[config.mk]
export PLATFORM = sky130hd
export DESIGN_NAME = gsm7_septet_to_utf8_core
export DESIGN_NICKNAME = d
export VERILOG_FILES = /design/src/sv/g7u_pkg.sv /design/src/sv/g7u_decode.sv /design/src/sv/gsm7_septet_to_utf8_core.sv
export SDC_FILE = /design/constraint.sdc
export NUM_CORES = 1
export LEC_CHECK = 0
export CAP_MARGIN = 20
export CORE_MARGIN = 4
export CORE_UTILIZATION = 65
export DETAILED_ROUTE_END_ITERATION = 10
export DONT_BUFFER_PORTS = 1
export GPL_TIMING_DRIVEN = 0
export HOLD_SLACK_MARGIN = 0.06
export PLACE_DENSITY = 0.87
export SETUP_SLACK_MARGIN = 0.4
export SYNTH_ARGS = -nofsm -noshare
export SYNTH_HDL_FRONTEND = slang
export SYNTH_SLANG_ARGS = --single-unit
[constraint.sdc]
create_clock -name clk -period 11.6 [get_ports clk]
set_input_delay 0 -clock clk [delete_from_list [all_inputs] [get_ports clk]]
set_output_delay 0 -clock clk [all_outputs]
set_load 0.02 [all_outputs]
[src/sv/g7u_pkg.sv]
// ----------------------------------------------------------------------------
// g7u_pkg
// Shared types, alphabet tables and UTF-8 helpers for the GSM 7-bit to
// UTF-8 unpacker.
// ----------------------------------------------------------------------------
package g7u_pkg;

    localparam int MAX_BYTES  = 6;
    localparam int BCNT_W     = 3;
    localparam int LIMIT_W    = 10;

    localparam logic [LIMIT_W-1:0] TEXT_LIMIT_RST = 10'd255;
    localparam logic [8:0]         INDEX_MAX      = 9'd511;
    localparam logic [6:0]         ESC_CODE       = 7'h1B;
    localparam logic [15:0]        QMARK_CP       = 16'h003F;

    // Extension table codes
    localparam logic [6:0] EXT_FORM_FEED = 7'h0A;
    localparam logic [6:0] EXT_CARET     = 7'h14;
    localparam logic [6:0] EXT_LBRACE    = 7'h28;
    localparam logic [6:0] EXT_RBRACE    = 7'h29;
    localparam logic [6:0] EXT_BSLASH    = 7'h2F;
    localparam logic [6:0] EXT_LBRACKET  = 7'h3C;
    localparam logic [6:0] EXT_TILDE     = 7'h3D;
    localparam logic [6:0] EXT_RBRACKET  = 7'h3E;
    localparam logic [6:0] EXT_VBAR      = 7'h40;
    localparam logic [6:0] EXT_EURO      = 7'h65;

    typedef struct packed {
        logic [7:0] octet;
        logic       msg_start;
        logic       last_octet;
        logic [7:0] septet_count;
        logic [7:0] skip_septets;
    } src_beat_t;

    typedef struct packed {
        logic [7:0] out_byte;
        logic       run_last;
    } txt_beat_t;

    typedef struct packed {
        logic [6:0]         carry_bits;
        logic [2:0]         carry_count;
        logic [8:0]         septet_index;
        logic               escape_pending;
        logic [LIMIT_W-1:0] bytes_written;
        logic [7:0]         msg_septets;
        logic [7:0]         skip_count;
    } unpack_state_t;

    typedef logic [MAX_BYTES-1:0][7:0] byte_buf_t;

    typedef struct packed {
        byte_buf_t         bytes;
        logic [BCNT_W-1:0] count;
    } decode_res_t;

    typedef struct packed {
        logic        emit;
        logic [15:0] cp;
        logic [8:0]  index;
        logic        escape_pending;
    } septet_res_t;

    typedef struct packed {
        logic [2:0][7:0] bytes;
        logic [1:0]      len;
    } utf8_seq_t;

    localparam logic [15:0] ALPHA_CP [128] = '{
        16'h0040, 16'h00A3, 16'h0024, 16'h00A5, 16'h00E8, 16'h00E9, 16'h00F9, 16'h00EC,
        16'h00F2, 16'h00C7, 16'h000A, 16'h00D8, 16'h00F8, 16'h000D, 16'h00C5, 16'h00E5,
        16'h0394, 16'h005F, 16'h03A6, 16'h0393, 16'h039B, 16'h03A9, 16'h03A0, 16'h03A8,
        16'h03A3, 16'h0398, 16'h039E, 16'h003F, 16'h00C6, 16'h00E6, 16'h00DF, 16'h00C9,
        16'h0020, 16'h0021, 16'h0022, 16'h0023, 16'h00A4, 16'h0025, 16'h0026, 16'h0027,
        16'h0028, 16'h0029, 16'h002A, 16'h002B, 16'h002C, 16'h002D, 16'h002E, 16'h002F,
        16'h0030, 16'h0031, 16'h0032, 16'h0033, 16'h0034, 16'h0035, 16'h0036, 16'h0037,
        16'h0038, 16'h0039, 16'h003A, 16'h003B, 16'h003C, 16'h003D, 16'h003E, 16'h003F,
        16'h00A1, 16'h0041, 16'h0042, 16'h0043, 16'h0044, 16'h0045, 16'h0046, 16'h0047,
        16'h0048, 16'h0049, 16'h004A, 16'h004B, 16'h004C, 16'h004D, 16'h004E, 16'h004F,
        16'h0050, 16'h0051, 16'h0052, 16'h0053, 16'h0054, 16'h0055, 16'h0056, 16'h0057,
        16'h0058, 16'h0059, 16'h005A, 16'h00C4, 16'h00D6, 16'h00D1, 16'h00DC, 16'h00A7,
        16'h00BF, 16'h0061, 16'h0062, 16'h0063, 16'h0064, 16'h0065, 16'h0066, 16'h0067,
        16'h0068, 16'h0069, 16'h006A, 16'h006B, 16'h006C, 16'h006D, 16'h006E, 16'h006F,
        16'h0070, 16'h0071, 16'h0072, 16'h0073, 16'h0074, 16'h0075, 16'h0076, 16'h0077,
        16'h0078, 16'h0079, 16'h007A, 16'h00E4, 16'h00F6, 16'h00F1, 16'h00FC, 16'h00E0
    };

    function automatic logic [15:0] ext_cp(input logic [6:0] code);
        logic [15:0] cp;
        begin
            case (code)
                EXT_FORM_FEED: cp = 16'h000C;
                EXT_CARET:     cp = 16'h005E;
                EXT_LBRACE:    cp = 16'h007B;
                EXT_RBRACE:    cp = 16'h007D;
                EXT_BSLASH:    cp = 16'h005C;
                EXT_LBRACKET:  cp = 16'h005B;
                EXT_TILDE:     cp = 16'h007E;
                EXT_RBRACKET:  cp = 16'h005D;
                EXT_VBAR:      cp = 16'h007C;
                EXT_EURO:      cp = 16'h20AC;
                default:       cp = QMARK_CP;
            endcase
            return cp;
        end
    endfunction

    // Unused byte slots come out zero.
    function automatic utf8_seq_t utf8_encode(input logic [15:0] cp);
        utf8_seq_t s;
        begin
            s = '0;
            if (cp <= 16'h007F)
            begin
                s.bytes[0] = cp[7:0];
                s.len      = 2'd1;
            end
            else if (cp <= 16'h07FF)
            begin
                s.bytes[0] = {3'b110, cp[10:6]};
                s.bytes[1] = {2'b10, cp[5:0]};
                s.len      = 2'd2;
            end
            else
            begin
                s.bytes[0] = {4'b1110, cp[15:12]};
                s.bytes[1] = {2'b10, cp[11:6]};
                s.bytes[2] = {2'b10, cp[5:0]};
                s.len      = 2'd3;
            end
            return s;
        end
    endfunction

endpackage

[src/sv/g7u_decode.sv]
// ----------------------------------------------------------------------------
// g7u_decode
// Unpacks one octet into at most two septets, maps them to UTF-8 and
// computes the next unpacking state. Purely combinational.
// ----------------------------------------------------------------------------
module g7u_decode
(
    input  g7u_pkg::src_beat_t              item,
    input  g7u_pkg::unpack_state_t          state,
    input  logic [g7u_pkg::LIMIT_W-1:0]     text_limit,
    output g7u_pkg::unpack_state_t          state_next,
    output g7u_pkg::decode_res_t            res
);

    function automatic g7u_pkg::septet_res_t take_septet(
        input logic [6:0] sept,
        input logic [8:0] idx,
        input logic       esc,
        input logic [7:0] msg,
        input logic [7:0] skip
    );
        g7u_pkg::septet_res_t r;
        begin
            r.emit           = 1'b0;
            r.cp             = g7u_pkg::QMARK_CP;
            r.escape_pending = 1'b0;
            r.index          = (idx < g7u_pkg::INDEX_MAX) ? idx + 9'd1 : idx;
            if (esc)
            begin
                r.emit = 1'b1;
                r.cp   = g7u_pkg::ext_cp(sept);
            end
            else if (idx >= {1'b0, skip} && idx < {1'b0, msg})
            begin
                if (sept == g7u_pkg::ESC_CODE)
                begin
                    // trailing escape turns into '?'
                    if ({1'b0, idx} + 10'd1 < {2'b00, msg})
                        r.escape_pending = 1'b1;
                    else
                        r.emit = 1'b1;
                end
                else
                begin
                    r.emit = 1'b1;
                    r.cp   = g7u_pkg::ALPHA_CP[sept];
                end
            end
            return r;
        end
    endfunction

    g7u_pkg::unpack_state_t        cur;
    logic [13:0]                   bits;
    logic                          two;
    g7u_pkg::septet_res_t          s0;
    g7u_pkg::septet_res_t          s1;
    g7u_pkg::utf8_seq_t            q0;
    g7u_pkg::utf8_seq_t            q1;
    logic [23:0]                   q0_bytes;
    logic [2:0]                    len0;
    logic [2:0]                    len1;
    logic [2:0]                    raw_len;
    logic [g7u_pkg::LIMIT_W-1:0]   room;
    logic [47:0]                   packed_bytes;

    always_comb
    begin
        cur = state;
        if (item.msg_start)
        begin
            cur             = '0;
            cur.msg_septets = item.septet_count;
            cur.skip_count  = item.skip_septets;
        end

        bits = {7'b0, cur.carry_bits} | ({6'b0, item.octet} << cur.carry_count);
        two  = (cur.carry_count >= 3'd6);

        s0 = take_septet(bits[6:0], cur.septet_index, cur.escape_pending,
                         cur.msg_septets, cur.skip_count);
        s1 = take_septet(bits[13:7], s0.index, s0.escape_pending,
                         cur.msg_septets, cur.skip_count);
        q0 = g7u_pkg::utf8_encode(s0.cp);
        q1 = g7u_pkg::utf8_encode(s1.cp);

        len0     = s0.emit ? {1'b0, q0.len} : 3'd0;
        len1     = (two && s1.emit) ? {1'b0, q1.len} : 3'd0;
        raw_len  = len0 + len1;
        q0_bytes = s0.emit ? q0.bytes : 24'h0;

        // append the second sequence right after the first
        packed_bytes = ({24'h0, q1.bytes} << {len0, 3'b000}) | {24'h0, q0_bytes};
        res.bytes    = packed_bytes;

        room = (text_limit > cur.bytes_written) ? text_limit - cur.bytes_written
                                                : '0;
        res.count = (room < {7'b0, raw_len}) ? room[2:0] : raw_len;

        state_next               = cur;
        state_next.septet_index  = two ? s1.index : s0.index;
        state_next.escape_pending = two ? s1.escape_pending : s0.escape_pending;
        state_next.bytes_written = cur.bytes_written + {7'b0, res.count};
        if (two)
        begin
            state_next.carry_bits  = '0;
            state_next.carry_count = '0;
        end
        else
        begin
            state_next.carry_bits  = bits[13:7];
            state_next.carry_count = cur.carry_count + 3'd1;
        end
        if (item.last_octet)
        begin
            state_next.carry_bits     = '0;
            state_next.carry_count    = '0;
            state_next.escape_pending = 1'b0;
        end
    end

endmodule

[src/sv/gsm7_septet_to_utf8_core.sv]
// ----------------------------------------------------------------------------
// gsm7_septet_to_utf8_core
// Unpacks SMS user-data octets (GSM 7-bit default alphabet) into UTF-8
// text bytes, with escape to the extension table and a per-message byte cap.
// ----------------------------------------------------------------------------
//  channel  dir  payload       beat
//  src      in   src_beat_t    one packed user-data octet with message marks
//  txt      out  txt_beat_t    one UTF-8 byte, run_last on an octet's final byte
//  cfg      in   10-bit data   text_limit write
//
//  An octet is registered on its beat and decoded into a six-byte output
//  buffer once that buffer is empty or hands over its final byte; the
//  buffer register offers its bytes, one per cycle while txt is ready, 0 to 6
//  per octet. The next octet waits in the input register meanwhile.
//  rst_n clears unpacking state and sets text_limit to 255; cfg is always ready.
//  A stalled txt holds its byte; src backs up once the input register is full.
// ----------------------------------------------------------------------------
module gsm7_septet_to_utf8_core
(
    input  logic                            clk,
    input  logic                            rst_n,

    input  logic                            src_valid,
    output logic                            src_ready,
    input  g7u_pkg::src_beat_t              src_data,

    output logic                            txt_valid,
    input  logic                            txt_ready,
    output g7u_pkg::txt_beat_t              txt_data,

    input  logic                            cfg_valid,
    output logic                            cfg_ready,
    input  logic [g7u_pkg::LIMIT_W-1:0]     cfg_data
);

    logic [g7u_pkg::LIMIT_W-1:0]   text_limit_reg;
    logic                          in_valid_reg;
    g7u_pkg::src_beat_t            in_data_reg;
    g7u_pkg::unpack_state_t        state_reg;
    g7u_pkg::unpack_state_t        state_next;
    g7u_pkg::decode_res_t          dec_res;
    g7u_pkg::byte_buf_t            buf_bytes_reg;
    g7u_pkg::byte_buf_t            buf_bytes_next;
    logic [g7u_pkg::BCNT_W-1:0]    buf_cnt_reg;
    logic [g7u_pkg::BCNT_W-1:0]    buf_cnt_next;
    logic                          load;
    logic                          pop;

    g7u_decode u_decode
    (
        .item       (in_data_reg),
        .state      (state_reg),
        .text_limit (text_limit_reg),
        .state_next (state_next),
        .res        (dec_res)
    );

    assign cfg_ready = 1'b1;
    assign pop       = txt_valid && txt_ready;
    // decode only when the buffer is empty or hands over its final byte now
    assign load      = in_valid_reg &&
                       (buf_cnt_reg == '0 || (buf_cnt_reg == 3'd1 && txt_ready));
    assign src_ready = !in_valid_reg || load;

    assign txt_valid         = (buf_cnt_reg != '0);
    assign txt_data.out_byte = buf_bytes_reg[0];
    assign txt_data.run_last = (buf_cnt_reg == 3'd1);

    always_comb
    begin
        buf_cnt_next   = buf_cnt_reg;
        buf_bytes_next = buf_bytes_reg;
        if (load)
        begin
            buf_cnt_next   = dec_res.count;
            buf_bytes_next = dec_res.bytes;
        end
        else if (pop)
        begin
            // advance to the next byte
            buf_cnt_next   = buf_cnt_reg - 3'd1;
            buf_bytes_next = {8'h00, buf_bytes_reg[g7u_pkg::MAX_BYTES-1:1]};
        end
    end

    always_ff @(posedge clk or negedge rst_n)
    begin
        if (!rst_n)
        begin
            text_limit_reg <= g7u_pkg::TEXT_LIMIT_RST;
            in_valid_reg   <= 1'b0;
            state_reg      <= '0;
            buf_cnt_reg    <= '0;
        end
        else
        begin
            if (cfg_valid && cfg_ready)
                text_limit_reg <= cfg_data;
            if (src_ready)
                in_valid_reg <= src_valid;
            if (load)
                state_reg <= state_next;
            buf_cnt_reg <= buf_cnt_next;
        end
    end

    always_ff @(posedge clk)
    begin
        if (src_valid && src_ready)
            in_data_reg <= src_data;
        buf_bytes_reg <= buf_bytes_next;
    end

    // a load never overwrites bytes still owed downstream
    assert property (@(posedge clk) disable iff (!rst_n)
        load |-> (!txt_valid || (pop && txt_data.run_last)))
        else $error("output buffer overwritten");

    // a byte that is not the last of its octet is followed by another
    assert property (@(posedge clk) disable iff (!rst_n)
        (pop && !txt_data.run_last) |=> txt_valid)
        else $error("octet run cut short");

    // at most six bits wait between octets
    assert property (@(posedge clk) disable iff (!rst_n)
        state_reg.carry_count <= 3'd6)
        else $error("carry count out of range");

endmodule
# After elaboration in Yosys (flattened, before gate mapping)
# Memories as Yosys holds them, arrays and structs flattened.
# Index checks and enable logic that the tools add are counted.
# op_classes
addsub,9
n_lt_le_gt_ge,17
n_eq_ne,23
shift,2
muxes,49
bitwise,4
n_reduce_logical,13
# op_table
op,n
one-hot mux 14 bit (10 select lines),2
2-to-1 mux 16 bit,10
2-to-1 mux 48 bit,2
"== test 7 x 6 -> 1 bit, second input constant",12
2-to-1 mux 17 bit,4
2-to-1 mux 10 bit,5
bitwise OR 48 x 24 -> 48 bit,1
<< shifter 24 x 6 -> 48 bit,1
2-to-1 mux 46 bit,1
"<= comparator 16 x 11 -> 1 bit, second input constant",2
"<= comparator 16 x 7 -> 1 bit, second input constant",2
"== test 7 x 5 -> 1 bit, second input constant",4
"== test 7 bit, second input constant",4
2-to-1 mux 9 bit,3
2-to-1 mux 24 bit,1
"adder 9 x 1 -> 10 bit, second input constant",2
less-than comparator 10 x 8 -> 1 bit,2
"adder 9 x 1 -> 9 bit, second input constant",2
>= comparator 9 x 8 -> 1 bit,2
less-than comparator 9 x 8 -> 1 bit,2
"less-than comparator 9 bit, second input constant",2
">= comparator 8 bit, second input constant",2
2-to-1 mux 8 bit,2
inverter 7 -> 8 bit,2
21 further kinds,45
# totals
register_bits,134
rom_bits,4096
inputBits,41
out_inout_bits,12
elab_cells,140
memories,2
# mem_list
memory,depth,word_bits,read_ports,rd_ports_with_merged_regs,wr,line_no,text
(no name shown),128,16,1,0,0,g7u_decode.sv:46,r.cp = g7u_pkg::ALPHA_CP[sept];
(no name shown),128,16,1,0,0,g7u_decode.sv:46,

# Depth between registers and ports, before layout
# Gate-level depths: netlist (run 1).
# depth
ltp_word,18
depth_mapped,39
ltp_nobuf,34

# Modules after synthesis
# Synthesis (run 1) repeated with hierarchy kept, for this count alone.
# hier_totals
cells_unflattened,1279
hier_area_um2,11995.3
# by_module_without_submodules
module,instances,cells_each,area_per_inst_um2,seq_area_each_um2
g7u_decode,1,994,6721.4,0.0
gsm7_septet_to_utf8_core,1,285,5273.8,3733.6

# Least setup slack after synthesis (run 1)
# OpenSTA, ideal clock, no wires.
# synth_path
path_kind,register -> register
start,register in_data_reg[17] in the netlist's numbering
end,register state_reg[22] in the netlist's numbering
setup_time_ns,0.127
t_arrival_ns,7.984
t_required_ns,11.473
path_slack_ns,3.489
path_stages_with_launch,35
path_buffers,11
synth_period_minus_slack_ns,8.111
path_cell_list,edfxtp_1 > buf_6 > buf_2 > buf_6 > buf_6 > buf_2 > buf_2 > clkbuf_1 > buf_1 > buf_1 > mux2i_1 > ha_1 > o21ai_0 > o21bai_1 > a211o_1 > a2111o_1 > or3_4 > a21oi_2 > a21oi_2 > buf_4 > buf_4 > ha_1 > fa_1 > inv_1 > ha_1 > or3b_2 > o221ai_1 > o21ai_1 > mux2_2 > ha_1 > fa_1 > a21oi_1 > or3_1 > nor3_1 > xnor2_1
# synth_via
elab_chain_len,18
word_cells_on_any_way,81
classes_between,6 x add/sub; 14 x order compare; 22 x eq/ne; 1 x shift; 30 x mux; 3 x bitwise; 3 x reduce/logical; 2 x memory
# synth_rtl
element,line_no,text
"start, declared",gsm7_septet_to_utf8_core.sv:38,g7u_pkg::src_beat_t in_data_reg;
"start signal, assigned",gsm7_septet_to_utf8_core.sv:110,in_data_reg <= src_data;
2-to-1 mux 46 bit *,g7u_decode.sv:70,if (item.msg_start)
<< shifter 8 x 3 -> 14 bit,g7u_decode.sv:77,"bits = {7'b0, cur.carry_bits} | ({6'b0, item.octet} << cur.carry_count);"
bitwise OR 7 x 14 -> 14 bit,g7u_decode.sv:77,
inverter 7 -> 8 bit (implied by the code),g7u_decode.sv:46,
memory read (128 x 16 bit),n/a,
2-to-1 mux 16 bit (implied by the code) (2 in series),g7u_decode.sv:46,
2-to-1 mux 16 bit,g7u_decode.sv:35,if (sept == g7u_pkg::ESC_CODE)
2-to-1 mux 17 bit,g7u_decode.sv:33,"else if (idx >= {1'b0, skip} && idx < {1'b0, msg})"
2-to-1 mux 17 bit,g7u_decode.sv:28,if (esc)
<= comparator 16 x 11 -> 1 bit,g7u_pkg.sv:120,else if (cp <= 16'h07FF)
2-to-1 mux 16 bit,g7u_pkg.sv:120,
2-to-1 mux 10 bit,g7u_pkg.sv:115,if (cp <= 16'h007F)
2-to-1 mux 2 bit (on tied branches),"g7u_decode.sv:87, g7u_decode.sv:88",
adder 3 bit,g7u_decode.sv:89,raw_len = len0 + len1;
less-than comparator 10 x 3 -> 1 bit,g7u_decode.sv:98,"res.count = (room < {7'b0, raw_len}) ? room[2:0] : raw_len;"
2-to-1 mux 3 bit,g7u_decode.sv:98,
adder 10 x 3 -> 10 bit *,g7u_decode.sv:103,"state_next.bytes_written = cur.bytes_written + {7'b0, res.count};"
"end signal, assigned",gsm7_septet_to_utf8_core.sv:102,state_reg <= state_next;
"end, declared",gsm7_septet_to_utf8_core.sv:39,g7u_pkg::unpack_state_t state_reg;
# Mark *: on every way between the ends. The rest lies on a longest branch, timed or not. The select of a mux whose other input is x is not followed.
# A chain may end at the register's enable or synchronous reset.

# Final worst setup path (run 1)
# Ends and elaborated chain as after synthesis.

==> flow_summary.json, run 1 <==
{
  "dr.pass1.iters": 6,
  "largest_register_ffs": 46,
  "n_fill_cell": 1198,
  "path_max_fanout": 10,
  "die_y_um": 141,
  "power_density_nw_per_um2": 272,
  "synth_edf_count": 72,
  "required_ns": 11.92,
  "final_cell_area_um2": 12900,
  "area_delta_synth_final_pct": 12.5,
  "yosysWarnings": 0,
  "slew_headroom_pct": 34.8,
  "cts.sinks": 132,
  "grt_antenna_before_repair": 0,
  "ys_seq_elements": 132,
  "grt_max_degree": 61,
  "setup_violations": 0,
  "arrival_ns": 10.92,
  "insertedDiodeCount": 0,
  "gp_congestion": 1.04,
  "hold_depth": 2,
  "start_util_pct": 66.3,
  "vias_per_cell": 7.27,
  "skew_ns": 0.0146,
  "seq_area_frac_synth_pct": 32.0,
  "cts_max_path_buffers": 2,
  "insertion_delay_ns": 0.44,
  "fmax_mhz": 94.3,
  "cts_inserted_buffers": 17,
  "drtAntennaViolNets": 0,
  "dp_hpwl_mm": 27.5,
  "post-route-period-util_pct": 91.4,
  "startpoint_type": "flip-flop",
  "io_pins": 53,
  "cts_tree": "yes",
  "die_w_um": 141,
  "place_area_um2": 11800,
  "clockRootBuffer": "clkbuf_16",
  "rr_startpoint": "in_data_reg[17]$_DFFE_PP_",
  "avgSynthCellArea_um2": 8.67,
  "cp_common_cell": "ha_1",
  "final.min_clock_period_ns": 10.60,
  "worstMarginPinSlew_ns": 0.971,
  "syn_inst": 1323,
  "end_kind": "flip-flop",
  "slew_violations": 0,
  "die_area_um2": 19800,
  "synth_area_um2": 11500,
  "wl_per_cell_um": 24.5,
  "grt_pass1_wl_mm": 63.0,
  "critical_path.startpoint": "in_data_reg[17]$_DFFE_PP_",
  "layout-drive-gt1-share_pct": 10.4,
  "detail_route.iter0.violations": 1884,
  "hold_viol_final": 0,
  "cts_resized": 0,
  "yosysTopAreaCell": "edfxtp_1",
  "core_area_um2": 17300,
  "row_count": 48,
  "drcViolationCount": 0,
  "port_buffers": 0,
  "maxCapViolations": 0,
  "r2r_cells": 34,
  "worst_path_max_delay_cell": "buf_1",
  "worst_path_largest_cell_delay_ns": 0.68,
  "synthTopCellsByArea": "edfxtp_1 19%, dfrtp_1 11%, ha_1 8.5%, nand2_1 4.9%, o21ai_0 4.5%",
  "min_path_type": "primary input to flip-flop",
  "async_flop_share_pct": 45.5,
  "dr_total_vias": 11900,
  "critPathKind": "flip-flop to flip-flop",
  "clk_pin_slew_ns": 0.07,
  "nets": 1516,
  "min-delay-start": "cfg_valid",
  "wl_mm": 40.0,
  "fin_tns_setup_ns": 0,
  "grt_pass1_vias": 11500,
  "grt-ovfl-total": 0,
  "h-tree-depth": 4,
  "synth_flop_cell": "edfxtp_1",
  "outcome": "finished, final reports clean",
  "synth_top_cell_area_share_pct": 18.8,
  "grt_setup_unrepaired": "false",
  "ir_worst_vdd_v": 0.000176,
  "gr-usage-all-layers_pct": 39.9,
  "postCtsSetupRepairBufs": 0,
  "ys_types": 110,
  "leakagePower_nw": 5.06
}
cell families after synthesis:
group	after synthesis	synth area share, %
AOI/OAI and AO/OA	431	25.9
xor gates and xnor gates	33	2.52
adders and majority gates	81	9.03
buffers and inverters	133	5.30
DFF	132	32.0
muxes	52	4.80
other	2	0.0654
and+or+nand+nor	459	20.4
layout by cell type, fill, tap and decap left out, drive strengths merged, types with 9 or more instances in the layout:
master and n:
a21o 10, inv 47, a22o 10, nand4 17
nand3 57, o211ai 21, mux2 18, a2111oi 12
clkbuf 62, o221ai 10, nor2b 19, dlygate4sd3 42
a211oi 15, nand2b 14, nor2 86, o2111ai 13
a21oi 76, a31oi 16, buf 54, mux2i 34
dfrtp 52, o31ai 13, nor3 42, nor4 9
o22ai 15, ha 78, o21a 15, xnor2 25
o21ai 124, edfxtp 72, and2 9, nand2 149
synthesized netlist by cell type (9+ instances only):
cell,n
xnor2_1,25
inv_1,34
nand2_1,149
ha_1,78
dfrtp_1,52
nor2b_1,19
buf_4,12
o221ai_1,10
nand3_1,56
buf_1,11
a211oi_1,15
o22ai_1,14
edfxtp_1,72
nand2b_1,14
o211ai_1,21
a22o_1,10
a2111oi_0,11
o31ai_1,12
mux2_2,18
o21a_1,15
buf_2,24
o21ai_1,19
nor3_1,41
a21o_1,10
o21ai_0,103
o2111ai_1,13
nand4_1,16
a21oi_1,72
clkbuf_1,43
a31oi_1,15
mux2i_1,32
and2_1,9
nor2_1,82
critical path: cells and delay by family (launching register included):
kind	cells	cell delay, ns
buffers and inverters	12	3.79
adder cells (fa/ha/maj)	6	2.03
multiplexers	2	0.96
AO/OA/AOI/OAI	9	1.98
XOR/XNOR	1	0.13
flip-flops	1	0.39
AND/OR/NAND/NOR	4	1.17
final cells by class:
class	count	area, um^2	area share [%]
well taps	225	282	2.18
clock buffers	17	425	3.30
plain buffers	95	463	3.59
inverters	38	145	1.12
repair buffers	46	503	3.90
flip-flops and latches	132	3670	28.5
multi-input cells	1064	7220	55.9
clock inverters	15	199	1.54
through the flow:
| step | instances | setup WS (ns) | utilization, % | hold slack (ns) | total power [W] |
|---|---|---|---|---|---|
| floorplan | 1329 | 3.49 | - | -0.296 | 0.00219 |
| global placement | 1554 | 1.55 | 68.1 | -0.294 | 0.00273 |
| detailed placement | 1555 | 1.49 | 68.3 | -0.294 | 0.00277 |
| CTS | 1630 | 1.43 | 74.5 | 0.0700 | 0.00338 |
| global route | 1632 | 0.750 | 74.6 | 0.137 | 0.00367 |
| finish | 1632 | 0.996 | 74.6 | 0.0911 | 0.00351 |
power breakdown:
group | switching [W] | internal [W] | total [W]
logic | 0.00147 | 0.000689 | 0.00216
registers | 0.0000839 | 0.000680 | 0.000764
clock network | 0.000256 | 0.000331 | 0.000587
worst paths after layout:
path                            slack (ns)                             to
worst max-delay path                   1.0      state_reg[22]$_DFFE_PN0P_
worst min-delay path                  0.09  text_limit_reg[0]$_DFFE_PN1P_
worst max register to register         1.0      state_reg[22]$_DFFE_PN0P_
worst min register to register        0.48      state_reg[16]$_DFFE_PN0P_
max in group asynchronous            11.15  text_limit_reg[1]$_DFFE_PN1P_
min in group asynchronous             0.11      state_reg[38]$_DFFE_PN0P_
per-layer routing:
layer  global-route usage, %  share of wire (%)
met1                    49.7                 37
met2                    64.9                 46
met3                    7.73                 11
met4                    22.9                6.6
met5                       0                  0
repair_timing:
action                                  in CTS  in global routing
endpoints found under the hold margin       98                  0
endpoints found under the setup margin       0                  0
hold buffers                                43                  0
Note: power is estimated with default switching activity, not from simulation.
==> inputs of run 2 (changes only) <==
--- a/config.mk
+++ b/config.mk
@@ -6,10 +6,12 @@
 export NUM_CORES = 1
 export LEC_CHECK = 0
 export CAP_MARGIN = 20
+export CORE_ASPECT_RATIO = 0.7
 export CORE_MARGIN = 4
 export CORE_UTILIZATION = 65
 export DETAILED_ROUTE_END_ITERATION = 10
 export DONT_BUFFER_PORTS = 1
+export GPL_ROUTABILITY_DRIVEN = 1
 export GPL_TIMING_DRIVEN = 0
 export HOLD_SLACK_MARGIN = 0.06
 export PLACE_DENSITY = 0.87
==> flow_summary.json, run 2 (synthesized netlist as in run 1, its figures left out) <==
{
  "core_area_um2": 17200,
  "slew_violations": 0,
  "post-route-util_pct": 74.7,
  "clk_pin_slew_ns": 0.06,
  "post-route-period-util_pct": 90.7,
  "arrival_ns": 10.82,
  "detail_route.iter0.violations": 2486,
  "path_max_fanout": 10,
  "place_area_um2": 11800,
  "worst_path_max_delay_cell": "buf_1",
  "final.min_clock_period_ns": 10.52,
  "leakagePower_nw": 5.01,
  "grt_pass1_vias": 11200,
  "ir_worst_vdd_v": 0.000165,
  "min_path_type": "primary input to flip-flop",
  "wl_mm": 39.2,
  "gr-usage-all-layers_pct": 38.4,
  "clockRootBuffer": "clkbuf_16",
  "p_int_w": 0.00165,
  "cp_common_cell": "ha_1",
  "maxCapViolations": 0,
  "dpl.cell_count": 1561,
  "insertion_delay_ns": 0.42,
  "largest_register_ffs": 46,
  "final_cell_mix": "149 x nand2_1, 103 x o21ai_0, 82 x nor2_1",
  "grt_antenna_before_repair": 0,
  "outcome": "finished, final reports clean",
  "pwr-share-seq_pct": 21.8,
  "postCtsSetupRepairBufs": 0,
  "required_ns": 11.90,
  "port_buffers": 0,
  "slew_headroom_pct": 28.1,
  "io_pins": 53,
  "layout_commonest_cell": "nand2_1",
  "die_y_um": 119,
  "fin_tns_setup_ns": 0,
  "share_comb_of_total_power_pct": 63.0,
  "end_kind": "flip-flop",
  "nets": 1516,
  "switching_share_pct": 52.4,
  "cts_max_path_buffers": 2,
  "skew_ns": 0.0105,
  "clockPowerShare_pct": 15.1,
  "hold_viol_final": 0,
  "critPathKind": "flip-flop to flip-flop",
  "startpoint_type": "flip-flop",
  "start_util_pct": 66.7,
  "cts.sinks": 132,
  "vias_per_cell": 7.39,
  "area_delta_synth_final_pct": 12.0,
  "cts_tree": "yes",
  "dr_total_vias": 12100,
  "fmax_mhz": 95.0,
  "switching_power_w": 0.00181,
  "whs_ns": 0.0898,
  "dr.pass1.iters": 8,
  "gp_congestion": 1.03,
  "cts_inserted_buffers": 17,
  "grt_max_degree": 61,
  "h-tree-depth": 4,
  "setup_violations": 0,
  "grt-ovfl-total": 0,
  "power_density_nw_per_um2": 269,
  "layout-drive-gt1-share_pct": 10.4,
  "layout.cells.non_filler": 1638,
  "row_count": 40,
  "drtAntennaViolNets": 0,
  "drcViolationCount": 0,
  "worstMarginPinSlew_ns": 1.05,
  "final_cell_area_um2": 12900,
  "grt_setup_unrepaired": "false",
  "die_area_um2": 19900,
  "grt_pass1_wl_mm": 61.5,
  "insertedDiodeCount": 0,
  "wl_per_cell_um": 23.9,
  "worst_path_largest_cell_delay_ns": 0.73,
  "die_w_um": 167,
  "dp_hpwl_mm": 27.3
}
## run 2: cell types whose count changed in the layout (fill, tap and decap cells not counted), sizes merged
cell	change
clkinvlp	+4
bufinv	-2
inv	-2
## run 2: power groups by stage
stage	registers (W)	clock network (W)	logic, W
final	0.000756	0.000524	0.00218
after global routing	0.000767	0.000545	0.00231
after CTS	0.000750	0.000519	0.00205
after detailed placement	0.000758	0	0.00201
after global placement	0.000753	0	0.00198
after floorplan	0.000733	0	0.00146
## run 2: path summary, 6_finish.rpt
check / start / end / slack (ns) / depth (start not counted)
max: in_data_reg[17]$_DFFE_PP_ / state_reg[22]$_DFFE_PN0P_ / 1.08 / 34
min: src_valid / in_data_reg[15]$_DFFE_PP_ / 0.09 / 1
max reg2reg: in_data_reg[17]$_DFFE_PP_ / state_reg[22]$_DFFE_PN0P_ / 1.08 / 34
min reg2reg: state_reg[11]$_DFFE_PN0P_ / state_reg[11]$_DFFE_PN0P_ / 0.48 / 2
max in group asynchronous: rst_n / text_limit_reg[2]$_DFFE_PN1P_ / 11.13 / 2
min in group asynchronous: rst_n / state_reg[31]$_DFFE_PN0P_ / 0.11 / 2
## run 2: area by class of cell
cell class / instances / area, um^2
buffer: 95 / 463
clock buffer: 17 / 425
timing repair buffer: 46 / 500
clock inverter: 15 / 139
multi-input combinational: 1064 / 7220
fill: 1210 / 4360
tap: 231 / 289
sequential: 132 / 3670
inverter: 38 / 145
## run 2: timing repair
item / CTS / global route
endpoints found under the hold margin: 98 / 0
resized for setup: 0 / 0
hold buffers: 43 / 0
## run 2: layer usage
layer / track usage, % / up-vias / part of all wire, %
met3: 11.4 / 189 / 17
met2: 56.5 / 1148 / 42
met4: 12.0 / 0 / 3.2
met5: 0 / - / 0
met1: 54.7 / 5609 / 38
li1: - / 5153 / -
## run 2: through the flow
stage                     worst slack (ns)  power, W
final                                 1.08   0.00346
after CTS                             1.55   0.00332
after detailed placement              1.62   0.00277
after global placement                1.69   0.00273
after floorplan                       3.49   0.00219
after global routing                 0.824   0.00362
## run 2: critical path: cells and delay by family, from the launching register on
kind	cells	cell delay (ns)
AOI/OAI and AO/OA	9	2.06
and+or+nand+nor	4	1.15
xor gates and xnor gates	1	0.13
buffers and inverters	12	3.77
DFF	1	0.34
muxes	2	0.98
adders and majority gates	6	1.94
